==> src/rtl/core/bmm_pkg.sv <==
// Shared types and codes for the banked memory map bus.
package bmm_pkg;

	// Bus access kinds; the reserved code behaves as a read
	typedef enum logic [1:0] {
		OP_READ  = 2'd0,
		OP_WRITE = 2'd1,
		OP_LOAD  = 2'd2,
		OP_RSVD  = 2'd3
	} op_t;

	// Access status codes
	localparam logic [2:0] ST_OK       = 3'd0;
	localparam logic [2:0] ST_UNMAPPED = 3'd1;
	localparam logic [2:0] ST_BADBANK  = 3'd2;
	localparam logic [2:0] ST_LOCKED   = 3'd3;
	localparam logic [2:0] ST_ROMWRITE = 3'd4;

	// Configuration register indexes (byte address is 4 * index)
	localparam logic [2:0] REG_ROM_SEL    = 3'd0;
	localparam logic [2:0] REG_ROM_COUNT  = 3'd1;
	localparam logic [2:0] REG_RAM_SEL    = 3'd2;
	localparam logic [2:0] REG_RAM_COUNT  = 3'd3;
	localparam logic [2:0] REG_VRAM_LOCK  = 3'd4;
	localparam logic [2:0] REG_OAM_LOCK   = 3'd5;

	// Region sizes of the machine map
	localparam int ROM_BANK_SIZE = 16384;
	localparam int RAM_BANK_SIZE = 8192;
	localparam int SMALL_SIZE    = 512;

	typedef struct packed {
		op_t         op;
		logic [15:0] bus_address;
		logic [7:0]  write_data;
		logic        from_video;
	} req_t;

	typedef struct packed {
		logic [7:0] read_data;
		logic [2:0] status;
	} rsp_t;

	typedef struct packed {
		logic [7:0] rom_bank_select;
		logic [3:0] rom_bank_count;
		logic [3:0] ram_bank_select;
		logic [2:0] ram_bank_count;
		logic       video_ram_locked;
		logic       sprite_table_locked;
	} cfg_t;

	// Decoded access control handed to the storage side
	typedef struct packed {
		logic       ram_en;
		logic       rom_en;
		logic       we;
		logic [2:0] status;
	} dec_t;

endpackage

==> src/rtl/core/bmm_decode.sv <==
// Address decoder: folds the echo window and maps an access onto RAM or ROM storage.
module bmm_decode
	import bmm_pkg::*;
#(
	parameter int MAX_ROM_BANKS = 8,
	parameter int MAX_RAM_BANKS = 4,
	localparam int ROM_DEPTH = (MAX_ROM_BANKS + 1) * ROM_BANK_SIZE,
	localparam int ROM_AW = $clog2(ROM_DEPTH),
	localparam int EXT_SIZE = MAX_RAM_BANKS * RAM_BANK_SIZE,
	localparam int RAM_DEPTH = EXT_SIZE + 2 * RAM_BANK_SIZE + SMALL_SIZE,
	localparam int RAM_AW = $clog2(RAM_DEPTH)
) (
	input  req_t              req,
	input  cfg_t              cfg,
	output dec_t              ctl,
	output logic [RAM_AW-1:0] ram_addr,
	output logic [ROM_AW-1:0] rom_addr
);

	localparam int VRAM_BASE  = EXT_SIZE;
	localparam int WRAM_BASE  = EXT_SIZE + RAM_BANK_SIZE;
	localparam int SMALL_BASE = EXT_SIZE + 2 * RAM_BANK_SIZE;

	logic [15:0] fa;
	logic        wr;
	logic        rom_bad;
	logic        ram_bad;
	logic [8:0]  rom_bank_p1;
	logic [8:0]  soff;

	// Echo fold and bank checks
	always_comb begin
		fa = req.bus_address;
		if (req.bus_address >= 16'hE000 && req.bus_address <= 16'hFDFF)
			fa = req.bus_address - 16'h2000;
		wr = (req.op == OP_WRITE) || (req.op == OP_LOAD);
		rom_bad = (cfg.rom_bank_select >= {4'd0, cfg.rom_bank_count}) ||
			({1'b0, cfg.rom_bank_select} >= 9'(MAX_ROM_BANKS));
		ram_bad = ({1'b0, cfg.ram_bank_select} >= {2'b00, cfg.ram_bank_count}) ||
			({1'b0, cfg.ram_bank_select} >= 5'(MAX_RAM_BANKS));
		rom_bank_p1 = {1'b0, cfg.rom_bank_select} + 9'd1;
	end

	// Offset inside the packed block of small regions
	always_comb begin
		if (fa < 16'hFF00)
			soff = {1'b0, fa[7:0]};
		else if (fa < 16'hFF80)
			soff = {2'b10, fa[6:0]};
		else
			soff = {2'b11, fa[6:0]};
	end

	// Region decode
	always_comb begin
		ctl = '0;
		ctl.we = wr;
		ctl.status = ST_OK;
		ram_addr = '0;
		rom_addr = '0;
		if (fa >= 16'hFEA0 && fa <= 16'hFEFF) begin
			ctl.status = ST_UNMAPPED;
		end else if (fa < 16'h4000) begin
			if (req.op == OP_WRITE) begin
				ctl.status = ST_ROMWRITE;
			end else begin
				ctl.rom_en = 1'b1;
				rom_addr = ROM_AW'(fa[13:0]);
			end
		end else if (fa < 16'h8000) begin
			if (req.op == OP_WRITE) begin
				ctl.status = ST_ROMWRITE;
			end else if (rom_bad) begin
				ctl.status = ST_BADBANK;
			end else begin
				ctl.rom_en = 1'b1;
				rom_addr = ROM_AW'({rom_bank_p1, fa[13:0]});
			end
		end else if (fa < 16'hA000) begin
			if (cfg.video_ram_locked && !req.from_video) begin
				ctl.status = ST_LOCKED;
			end else begin
				ctl.ram_en = 1'b1;
				ram_addr = RAM_AW'(VRAM_BASE) + RAM_AW'(fa[12:0]);
			end
		end else if (fa < 16'hC000) begin
			if (ram_bad) begin
				ctl.status = ST_BADBANK;
			end else begin
				ctl.ram_en = 1'b1;
				ram_addr = RAM_AW'({cfg.ram_bank_select, fa[12:0]});
			end
		end else if (fa < 16'hE000) begin
			ctl.ram_en = 1'b1;
			ram_addr = RAM_AW'(WRAM_BASE) + RAM_AW'(fa[12:0]);
		end else if (fa < 16'hFEA0) begin
			// sprite table, the only part left below the hole after folding
			if (cfg.sprite_table_locked && !req.from_video) begin
				ctl.status = ST_LOCKED;
			end else begin
				ctl.ram_en = 1'b1;
				ram_addr = RAM_AW'(SMALL_BASE) + RAM_AW'(soff);
			end
		end else begin
			// I/O registers, high RAM and interrupt enable
			ctl.ram_en = 1'b1;
			ram_addr = RAM_AW'(SMALL_BASE) + RAM_AW'(soff);
		end
	end

endmodule

==> config.mk <==
export PLATFORM = sky130hd
export DESIGN_NAME = bmm_decode
export DESIGN_NICKNAME = d
export VERILOG_FILES = /design/src/rtl/core/bmm_pkg.sv /design/src/rtl/core/bmm_decode.sv
export SDC_FILE = /design/constraint.sdc
export NUM_CORES = 1
export LEC_CHECK = 0
export ABC_AREA = 1
export BUFFER_PORTS_ARGS = -buffer_cell sky130_fd_sc_hd__buf_2
export CORE_ASPECT_RATIO = 1.5
export CORE_UTILIZATION = 34
export DETAILED_ROUTE_END_ITERATION = 12
export MAX_ROUTING_LAYER = met4
export PLACE_DENSITY_LB_ADDON = 0.2
export SLEW_MARGIN = 20
export SYNTH_ARGS = -nofsm -noshare
export SYNTH_HDL_FRONTEND = slang
export SYNTH_SLANG_ARGS = --single-unit
export TNS_END_PERCENT = 50
==> constraint.sdc <==
create_clock -name vclk -period 1.3
set_input_delay 0.065 -clock vclk [all_inputs]
set_output_delay 0.065 -clock vclk [all_outputs]
set_load 0.01 [all_outputs]
==> impl_results.md, run 1 <==
* Status: did not finish
* Avg Inst Size Synth at 5.15 µm²
* Hpwl dp at 2510 µm
* Top cells by area, synth: inv_1, ha_1, nand2_1
* Mapped Area at 871 µm²
* Placed Cells incl. Taps at 303
* Port Buffers at 80
* Cell taking the most area after synthesis: inv_1
* Worst ep type: top-level output
* Syn Inst Count at 169
* Syn_nets at 228
* Worst_ep grt: rom_addr[11]
* Gr usage total at 65.5%
* Global route overflow at 13
* Largest net degree at the start of global routing at 17
* GPL Wtd Cong at 0.869
* Synth top area share at 18.5%
* Post-synthesis sequential area ratio at 0%
* YS warnings at 0
* Error msg: [ERROR GRT-0232] Routing congestion too high. Check the congestion heatmap in the GUI.
* IO Pins at 88
* Cell row count at 22
* CTS Hold Bufs at 0
* Failed at: global routing
* Die width at 43.3 µm
* Initial Util at 35.5%
* Synth cell types at 23
* Die Y at 64.0 µm
* Instance area at placement at 1810 µm²
[logic make-up after synthesis]
| logic type | share of synthesized area [%] |
|---|---|
| AND/OR/NAND/NOR | 44.3 |
| buffers and inverters | 21.0 |
| AO/OA/AOI/OAI | 17.0 |
| adder cells (fa/ha/maj) | 15.8 |
| XOR/XNOR | 2.01 |
[layer usage]
layer	GRT overflow	global-route usage [%]
met5	-	-
met4	6	70.7
met3	0	33.9
met2	7	94.5
met1	0	56.1
[synthesized netlist by cell type, types with 2 or more instances]
master    number
inv_1         43
nand2_1       34
nor2_1        21
a21oi_1       18
ha_1          11
nor3_1         6
nand2_2        5
nand3_1        5
o21ai_0        5
nand4_1        4
nand3_2        3
a21boi_0       2
buf_2          2
[stage by stage]
step	worst slack (ns)	utilization (%)
floorplan	-0.0710	-
detailed placement	-0.410	73.8
global placement	-0.403	73.8
CTS	-0.275	87.8
[timing repair]
action | CTS
resized for setup | 53
setup endpoints to repair | 38
pin swaps | 6
cloned | 1
buffers inserted | 7
==> run 2, diff against run 1 <==
--- a/config.mk
+++ b/config.mk
@@ -7,11 +7,10 @@
 export LEC_CHECK = 0
 export ABC_AREA = 1
 export BUFFER_PORTS_ARGS = -buffer_cell sky130_fd_sc_hd__buf_2
-export CORE_ASPECT_RATIO = 1.5
-export CORE_UTILIZATION = 34
+export CORE_AREA = 2 2 63 65
 export DETAILED_ROUTE_END_ITERATION = 12
-export MAX_ROUTING_LAYER = met4
-export PLACE_DENSITY_LB_ADDON = 0.2
+export DIE_AREA = 0 0 65 67
+export PLACE_DENSITY_LB_ADDON = 0.15
 export SLEW_MARGIN = 20
 export SYNTH_ARGS = -nofsm -noshare
 export SYNTH_HDL_FRONTEND = slang
==> constraint.sdc (replaced) <==
create_clock -name vclk -period 1.7
set_input_delay 0.085 -clock vclk [all_inputs]
set_output_delay 0.085 -clock vclk [all_outputs]
set_load 0.01 [all_outputs]
==> impl_results.md, run 2 <==
* Crit path time final at 1.61 ns
* Via count of the first global-routing pass at 1127
* Worst-path fanout max at 5
* Fin crit share at 94.8%
* Most frequent cells in the layout: buf_2, inv_1, nand2_1
* Required @ worst endpoint at 1.62 ns
* Critical path's slowest cell: ha_1
* Initial antenna violation count at 0
* Final WL at 3270 µm
* PD cells at 229 nW/µm²
* CP endpoint kind: output pin
* Most common cell in the netlist: inv_1
* Hpwl dp at 2560 µm (+1.9%)
* Avg Inst Size Synth at 5.15 µm² (unchanged)
* Top post-synthesis cells by count: inv_1, nand2_1, nor2_1
* WP data arrival at 1.53 ns
* Cell row count at 22 (unchanged)
* Die width at 65 µm (+50%)
* Port Buffers at 80 (unchanged)
* Core area at 3610 µm²
* FFs & Latches at 0
* Commonest non-fill, non-tap cell in the layout: buf_2
* Synth cell types at 23 (unchanged)
* Peak supply drop at 87.7 µV
* Slew @ Worst Pin at 0.341 ns
* Layout cells sized above 1 at 50.2%
* GPL Wtd Cong at 0.764 (-12%)
* Setup violations, final at 0
* Clock buffers at 0
* Initial Util at 24.1% (-11 points)
* Global-route wire length before repair at 4480 µm
* RSZ-0062 raised after global routing: true
* Static Leak at 1.03 nW
* Synth top area share at 18.5% (unchanged)
* Syn Inst Count at 169 (unchanged)
* FF/Latch Area at 0 µm²
* Post-route ant nets at 0
* Remaining DRCs at 0
* Max stage delay on crit path at 0.28 ns
* IO Pins at 88 (unchanged)
* Post-synthesis sequential area ratio at 0% (unchanged)
* Critical path class: input port to output pin
* Wire length per cell at 10.4 µm
* Largest net degree at the start of global routing at 16
* Critical Path Source Type: input port
* Gr usage total at 12.4%
* Max-slew headroom at 77.1%
* Hold path cells at 4
* P&R area growth vs syn at 85.2%
* Final Hold Vio Count at 0
* Global route overflow at 0
* Cell taking the most area after synthesis: inv_1
* Top cells by area, synth: inv_1, ha_1, nand2_1
* Final #Nets at 326
* DRT Pass-1 Iters at 4
* Total Power at 0.000369 W
* Hold Crit Start: req[11]
* YS warnings at 0 (unchanged)
* Max-cap viol count at 0
* Die Y at 67 µm (+4.7%)
* WHS at 0.487 ns
* FMAX at 621 MHz
* Status: complete, no violations
* Hold EP: rom_addr[2]
* Mapped Area at 871 µm² (unchanged)
* Drt first-iter violations at 33
* Syn_nets at 228 (unchanged)
* Vias at 1364
* Die area at 4360 µm²
* Antenna diodes at 0
* Worst Hold Class: input port to output pin
* CP Cell Sequence: buf_2, inv_1, ha_1, nand3_2, nand2_4, inv_2, nand2_2, nand2_2, nand2_1, nand2_4, nand3_4, nor2_1, buf_2
* Slew Limit Fails at 0
* Vias per inst at 4.36
[run 2: cell counts after synthesis]
Identical to the previous run, type by type.
[run 2: kinds of logic after synthesis]
logic type / Yosys count / share of synthesized area (%)
adders and majority gates: 11 / 15.8
AOI/OAI and AO/OA: 27 / 17.0
xor gates and xnor gates: 2 / 2.01
and+or+nand+nor: 82 / 44.3
buffers and inverters: 47 / 21.0
[run 2: metal layers]
metal / routed length, µm / vias up / global-route usage, %
li1: - / 729 / -
met1: 1460 / 574 / 15.5
met2: 1460 / 61 / 22.9
met3: 352 / 0 / 2.53
met4: 0 / 0 / 0
met5: 0 / - / 0
[run 2: how the worst max path moves through the flow]
stage,start,endpoint,slack (ns),cells past startpoint
after floorplan,cfg[10],rom_addr[10],0.17,9
after global placement,cfg[13],rom_addr[3],-0.07,12
after detailed placement,cfg[5],ram_addr[0],-0.11,13
after CTS,cfg[5],ram_addr[0],0.02,13
after global routing,cfg[10],rom_addr[8],-0.03,11
final,req[23],ram_addr[6],0.09,13
[run 2: power breakdown]
part	switching, W	internal (W)
sequential	0	0
clock	0	0
combinational	0.000205	0.000164
[run 2: through the flow]
| step | util [%] | TNS, ns | cell area, µm² | cells | setup WS (ns) |
|---|---|---|---|---|---|
| floorplan | - | 0 | 871 | 169 | 0.171 |
| global placement | 39.3 | -1.17 | 1420 | 308 | -0.0737 |
| detailed placement | 39.3 | -1.33 | 1420 | 308 | -0.107 |
| CTS | 39.7 | 0 | 1430 | 309 | 0.0179 |
| global route | 44.7 | -0.112 | 1610 | 313 | -0.0266 |
| finish | 44.7 | 0 | 1610 | 313 | 0.0888 |
[run 2: layout make-up]
cell class | count | area (µm²)
Fill cell | 409 | 1990
Inverter | 44 | 175
Multi-Input combinational cell | 123 | 816
Tap cell | 48 | 60.1
Timing Repair Buffer | 98 | 562
[run 2: worst max-delay path: cells and delay by family]
family | cells | cell delay [ns]
simple gates | 8 | 0.78
buf+inv | 4 | 0.38
fa+ha+maj | 1 | 0.28
[run 2: timing repair]
action | in CTS | in global routing
endpoints found under the setup margin | 31 | 35
setup buffers | 1 | 2
resized for setup | 4 | 38
pin swaps | 1 | 14
gates cloned | 0 | 2
hold buffers | 0 | 0
hold endpoints to repair | 0 | 0
(Power assumes the default switching activity.)
==> run 3, diff against run 2 <==
--- a/config.mk
+++ b/config.mk
@@ -10,7 +10,7 @@
 export CORE_AREA = 2 2 63 65
 export DETAILED_ROUTE_END_ITERATION = 12
 export DIE_AREA = 0 0 65 67
-export PLACE_DENSITY_LB_ADDON = 0.15
+export PLACE_DENSITY = 0.62
 export SLEW_MARGIN = 20
 export SYNTH_ARGS = -nofsm -noshare
 export SYNTH_HDL_FRONTEND = slang
==> impl_results.md, run 3 (synthesized netlist as in run 2, its figures left out) <==
* DRT Pass-1 Iters at 4 (unchanged)
* Remaining DRCs at 0 (unchanged)
* Cell row count at 22 (unchanged)
* Via count of the first global-routing pass at 1150 (+2.0%)
* Max-slew headroom at 77.2% (+0.14 points)
* FMAX at 609 MHz (-1.8%)
* Die width at 65 µm (unchanged)
* Global-route wire length before repair at 4550 µm (+1.5%)
* Slew Limit Fails at 0 (unchanged)
* Antenna diodes at 0 (unchanged)
* Port Buffers at 80 (unchanged)
* FFs & Latches at 0 (unchanged)
* Worst path most repeated cell: a21oi_2
* Peak supply drop at 127 µV (+45%)
* Final WL at 3180 µm (-2.8%)
* Setup violations, final at 0 (unchanged)
* PD cells at 229 nW/µm² (-0.13%)
* CTS Hold Bufs at 0 (unchanged)
* Pre-CTS setup slack at -0.111 ns (-0.00441 ns)
* Initial antenna violation count at 0 (unchanged)
* Status: complete, no violations
* Clock buffers at 0 (unchanged)
* Fin crit share at 96.5% (+1.7 points)
* Placed Cells incl. Taps at 308 (unchanged)
* Required @ worst endpoint at 1.62 ns (about the same)
* Slew @ Worst Pin at 0.339 ns (-0.00204 ns)
* Final #Nets at 327 (+0.31%)
* Critical path class: input port to output pin
* Crit path time final at 1.64 ns (+0.0295 ns)
* Post-route ant nets at 0 (unchanged)
* Global route overflow at 0 (unchanged)
* Fin util at 47.1% (+2.4 points)
* Crit path capture: rom_addr[12]
* Layout cells sized above 1 at 55.6% (+5.5 points)
* Wire length per cell at 10.1 µm (-3.1%)
* Worst setup path startpoint: cfg[14]
* Die Y at 67 µm (unchanged)
* Vias at 1394 (+2.2%)
* CP endpoint kind: output pin
* Non-filler instance count after layout at 314 (+0.32%)
* Core area at 3610 µm² (unchanged)
* IO Pins at 88 (unchanged)
* Worst Hold Class: input port to output pin
* CP Cell Sequence: buf_6, ha_4, a21boi_2, o21ai_1, nand2_1, a21oi_2, nand3_2, clkbuf_16, a21oi_2, buf_2
* P&R area growth vs syn at 95.0%
* WP data arrival at 1.56 ns (+0.03 ns)
* Die area at 4360 µm² (unchanged)
* Initial Util at 24.1% (unchanged)
* Critical Path Source Type: input port
* Drt first-iter violations at 28 (-15%)
* Max-cap viol count at 0 (unchanged)
* Final Hold Vio Count at 0 (unchanged)
* Static Leak at 1.06 nW (+2.3%)
* Max stage delay on crit path at 0.21 ns (-0.07 ns)
* Worst Path Buf+Inv at 3 (-1)
* Worst-path fanout max at 6 (+1)
* Setup slack after layout at 0.0593 ns (-0.0295 ns)
* GPL Wtd Cong at 0.820 (+7.3%)
* RSZ-0062 raised after global routing: true
* Critical path's slowest cell: ha_4
* Gr usage total at 12.5% (+0.11 points)
* Commonest non-fill, non-tap cell in the layout: buf_2
* Top delay family on crit path: compound AO/OA/AOI/OAI gates
* Hpwl dp at 2470 µm (-3.4%)
* Largest net degree at the start of global routing at 16 (unchanged)
* Hold Crit Start: req[11]
* Vias per inst at 4.44 (+1.9%)
* Worst path depth at 10 (-3)
* Filler cell count in the final layout at 384 (-6.1%)
* Most frequent cells in the layout: buf_2, inv_1, nand2_1
* FF/Latch Area at 0 µm² (unchanged)
run 3: cell types whose count changed in the layout (fill, tap and decap cells not counted), sizes merged:
cell	before	now
inv	43	44
clkbuf	0	1
clkinv	1	0
run 3: how the worst min path moves through the flow:
stage | cells after the start | slack (ns) | endpoint
floorplan | 1 | 0.22 | rom_addr[14]
global placement | 4 | 0.48 | rom_addr[1]
detailed placement | 4 | 0.49 | rom_addr[0]
CTS | 4 | 0.49 | rom_addr[3]
global route | 4 | 0.51 | rom_addr[2]
finish | 4 | 0.49 | rom_addr[2]
run 3: cell type report:
| type | count | area (µm²) | share of cell area [%] |
|---|---|---|---|
| multi-input combinational | 123 | 862 | 50.8 |
| timing repair buffer | 99 | 603 | 35.5 |
| inverter | 44 | 173 | 10.2 |
| tap | 48 | 60.1 | 3.54 |
run 3: power breakdown:
part | internal (W) | switching (W) | leakage, nW | total [W]
clock | 0 | 0 | 0 | 0
sequential | 0 | 0 | 0 | 0
combinational | 0.000176 | 0.000212 | 1.06 | 0.000388
run 3: timing repair:
action	4_1_cts	5_1_grt
buffers inserted	0	4
resized for setup	3	55
endpoints found under the setup margin	17	34
gates cloned	0	2
pin swaps	0	10
run 3: stage by stage:
stage               setup TNS [ns]  instance area, µm²  hold slack (ns)  power (W)
floorplan                        0                 871            0.224   0.000175
global placement             -1.08                1420            0.483   0.000316
detailed placement           -1.10                1420            0.486   0.000318
CTS                              0                1420            0.488   0.000322
global route                -0.688                1700            0.511   0.000435
finish                           0                1700            0.493   0.000388
run 3: routing by layer:
metal	share of wire [%]	global-route usage, %	wire, µm
met5	0	0	0
met4	0	0.532	0
met3	6.0	0.676	189
met2	52	25.3	1650
met1	42	14.9	1340
run 3: worst min-delay path, cell delays in order:
cell and delay (ns):
buf_2 0.09, inv_1 0.07, a21oi_2 0.03, buf_2 0.13
==> run 4, diff against run 3 <==
--- a/config.mk
+++ b/config.mk
@@ -5,12 +5,11 @@
 export SDC_FILE = /design/constraint.sdc
 export NUM_CORES = 1
 export LEC_CHECK = 0
-export ABC_AREA = 1
 export BUFFER_PORTS_ARGS = -buffer_cell sky130_fd_sc_hd__buf_2
 export CORE_AREA = 2 2 63 65
 export DETAILED_ROUTE_END_ITERATION = 12
 export DIE_AREA = 0 0 65 67
-export PLACE_DENSITY = 0.62
+export PLACE_DENSITY = 0.66
 export SLEW_MARGIN = 20
 export SYNTH_ARGS = -nofsm -noshare
 export SYNTH_HDL_FRONTEND = slang
==> impl_results.md, run 4 <==
* Die Y at 67 µm (unchanged)
* Worst Path Buf+Inv at 2 (-1)
* Max stage delay on crit path at 0.53 ns (+0.32 ns)
* Initial Util at 23.6% (-0.52 points)
* Most common cell in the netlist: and2_1
* Post-route ant nets at 0 (unchanged)
* Placed Cells incl. Taps at 279 (-9.4%)
* Peak supply drop at 68.9 µV (-46%)
* Status: finished, violations left
* Initial antenna violation count at 0 (unchanged)
* CTS Hold Bufs at 0 (unchanged)
* FMAX at 559 MHz (-8.3%)
* Final #Nets at 297 (-9.2%)
* Power Internal at 0.000251 W (+43%)
* Final Hold Vio Count at 0 (unchanged)
* Critical path class: input port to output pin
* Critical path's slowest cell: or4_4
* Required @ worst endpoint at 1.62 ns (about the same)
* Cell taking the most area after synthesis: and2_1
* Worst path most repeated cell: or4_4
* Syn Inst Count at 126 (-25%)
* Antenna diodes at 0 (unchanged)
* Cell row count at 22 (unchanged)
* Global route overflow at 0 (unchanged)
* Remaining DRCs at 0 (unchanged)
* Post-synthesis sequential area ratio at 0% (unchanged)
* Gate power share at 100.0% (about the same)
* Drt first-iter violations at 16 (-43%)
* Core area at 3610 µm² (unchanged)
* Die width at 65 µm (unchanged)
* Final WL at 3090 µm (-2.7%)
* CP Cell Sequence: buf_6, or4_4, nor3_4, o21ai_2, or4_4, nor2_1, buf_2
* Vias at 1317 (-5.5%)
* Wire length per cell at 10.9 µm (+7.6%)
* Top cells by area, synth: and2_1, ha_1, inv_1
* Fin crit share at 105% (+8.7 points)
* FF/Latch Area at 0 µm² (unchanged)
* FFs & Latches at 0 (unchanged)
* Total Power at 0.000454 W (+17%)
* Global-route wire length before repair at 4750 µm (+4.4%)
* Max-slew headroom at 79.9% (+2.7 points)
* Slew Limit Fails at 0 (unchanged)
* Die area at 4360 µm² (unchanged)
* Switching portion of total power at 44.8% (-9.9 points)
* Slew @ Worst Pin at 0.301 ns (-0.0384 ns)
* Worst path depth at 7 (-3)
* Hold path cells at 3 (-1)
* Syn_nets at 185 (-19%)
* Static Leak at 0.968 nW (-8.5%)
* YS warnings at 0 (unchanged)
* Violated checks: setup timing
* P&R area growth vs syn at 106%
* Clock buffers at 0 (unchanged)
* Vias per inst at 4.64 (+4.5%)
* PD cells at 259 nW/µm² (+13%)
* Avg Inst Size Synth at 6.76 µm² (+31%)
* Via count of the first global-routing pass at 1156 (+0.52%)
* Hold EP: ram_addr[3]
* RSZ-0062 raised after global routing: true
* Commonest non-fill, non-tap cell in the layout: buf_2
* Top delay family on crit path: simple AND/OR/NAND/NOR gates
* Filler cell count in the final layout at 347 (-9.6%)
* Largest net degree at the start of global routing at 16 (unchanged)
* GPL Wtd Cong at 0.950 (+16%)
* Hpwl dp at 2510 µm (+1.4%)
* DRT Pass-1 Iters at 4 (unchanged)
* GRT met1 Usage at 15.5% (+0.62 points)
* Worst Hold Class: input port to output pin
* Pre-CTS setup slack at -0.228 ns (-0.117 ns)
* Mapped Area at 852 µm² (-2.2%)
* WP data arrival at 1.70 ns (+0.14 ns)
* P_sw at 0.000204 W (-4.1%)
* Critical Path Source Type: input port
* IO Pins at 88 (unchanged)
* Met3 usage at 0.845% (+0.17 points)
* CP endpoint kind: output pin
* Most used routing layer: met2
* Layout cells sized above 1 at 62.3% (+6.6 points)
* Setup violations, final at 27 (+27)
* Clk network pwr share at 0% (unchanged)
* Port Buffers at 80 (unchanged)
* Synth top area share at 18.4% (-0.18 points)
* Hold Crit Start: req[12]
* Register share of total power at 0% (unchanged)
* Met2 Track Usage GR at 27.2% (+1.9 points)
* Gr usage total at 13.2% (+0.71 points)
* Max-cap viol count at 0 (unchanged)
* Synth cell types at 40 (+74%)
* Worst-path fanout max at 4 (-2)
* Setup slack after layout at -0.0887 ns (-0.148 ns)
* Non-filler instance count after layout at 284 (-9.6%)
* Crit path time final at 1.79 ns (+0.148 ns)
* Most frequent cells in the layout: buf_2, buf_4, and2_1
* Top post-synthesis cells by count: and2_1, inv_1, ha_1
[run 4: cell type report]
| class | instances | area (µm²) | area share (%) |
|---|---|---|---|
| Timing Repair Buffer | 113 | 736 | 41.9 |
| Multi-Input combinational cell | 109 | 902 | 51.4 |
| Tap cell | 48 | 60.1 | 3.42 |
| Inverter | 14 | 57.6 | 3.28 |
[run 4: worst max-delay path by stage]
stage	start	endpoint	slack, ns
4_1_cts	cfg[19]	rom_addr[14]	-0.1
5_1_grt	cfg[19]	rom_addr[15]	-0.16
2_1_floorplan	cfg[13]	rom_addr[16]	-0.01
6_report	cfg[19]	rom_addr[16]	-0.09
3_3_place_gp	cfg[13]	rom_addr[17]	-0.21
3_5_place_dp	cfg[13]	rom_addr[16]	-0.23
[run 4: tightest hold or removal path, stage by stage]
cell and delay, ns:
buf_2 0.08, and2_4 0.12, buf_6 0.09
[run 4: power by group through the flow]
stage	combinational, W	clock [W]	sequential (W)
after global placement	0.000387	0	0
after floorplan	0.000215	0	0
after detailed placement	0.000391	0	0
final	0.000454	0	0
after global routing	0.000502	0	0
after CTS	0.000447	0	0
[run 4: kinds of logic (layout without fill, tap and decap cells)]
kind of cell             count (synthesis)  count (layout)  share of synthesized area [%]
buffers and inverters                   18             127                           9.55
AO/OA/AOI/OAI                           30              31                           27.2
adder cells (fa/ha/maj)                 11              11                           16.2
XOR/XNOR                                 2               2                           2.06
AND/OR/NAND/NOR                         65              65                           45.1
[run 4: per-layer routing]
layer  vias up  part of all wire (%)  wire [µm]
met5         -                     0          0
met4         0                     0          0
met3         0                   7.1        219
met2        52                    52       1610
met1       596                    41       1260
li1        669                     -          -
[run 4: repair_timing]
action,in CTS,in global routing
pin swaps,28,10
setup endpoints to repair,34,34
resized for setup,22,8
buffers inserted,4,0
gates cloned,1,0
[run 4: per-stage QoR]
stage | area (µm²) | util [%] | hold slack (ns) | setup TNS [ns]
after global routing | 1760 | 48.7 | 0.475 | -3.16
after floorplan | 930 | - | 0.218 | -0.0712
final | 1760 | 48.7 | 0.466 | -0.991
after detailed placement | 1570 | 43.5 | 0.475 | -5.10
after global placement | 1570 | 43.5 | 0.473 | -4.46
after CTS | 1720 | 47.7 | 0.467 | -1.94
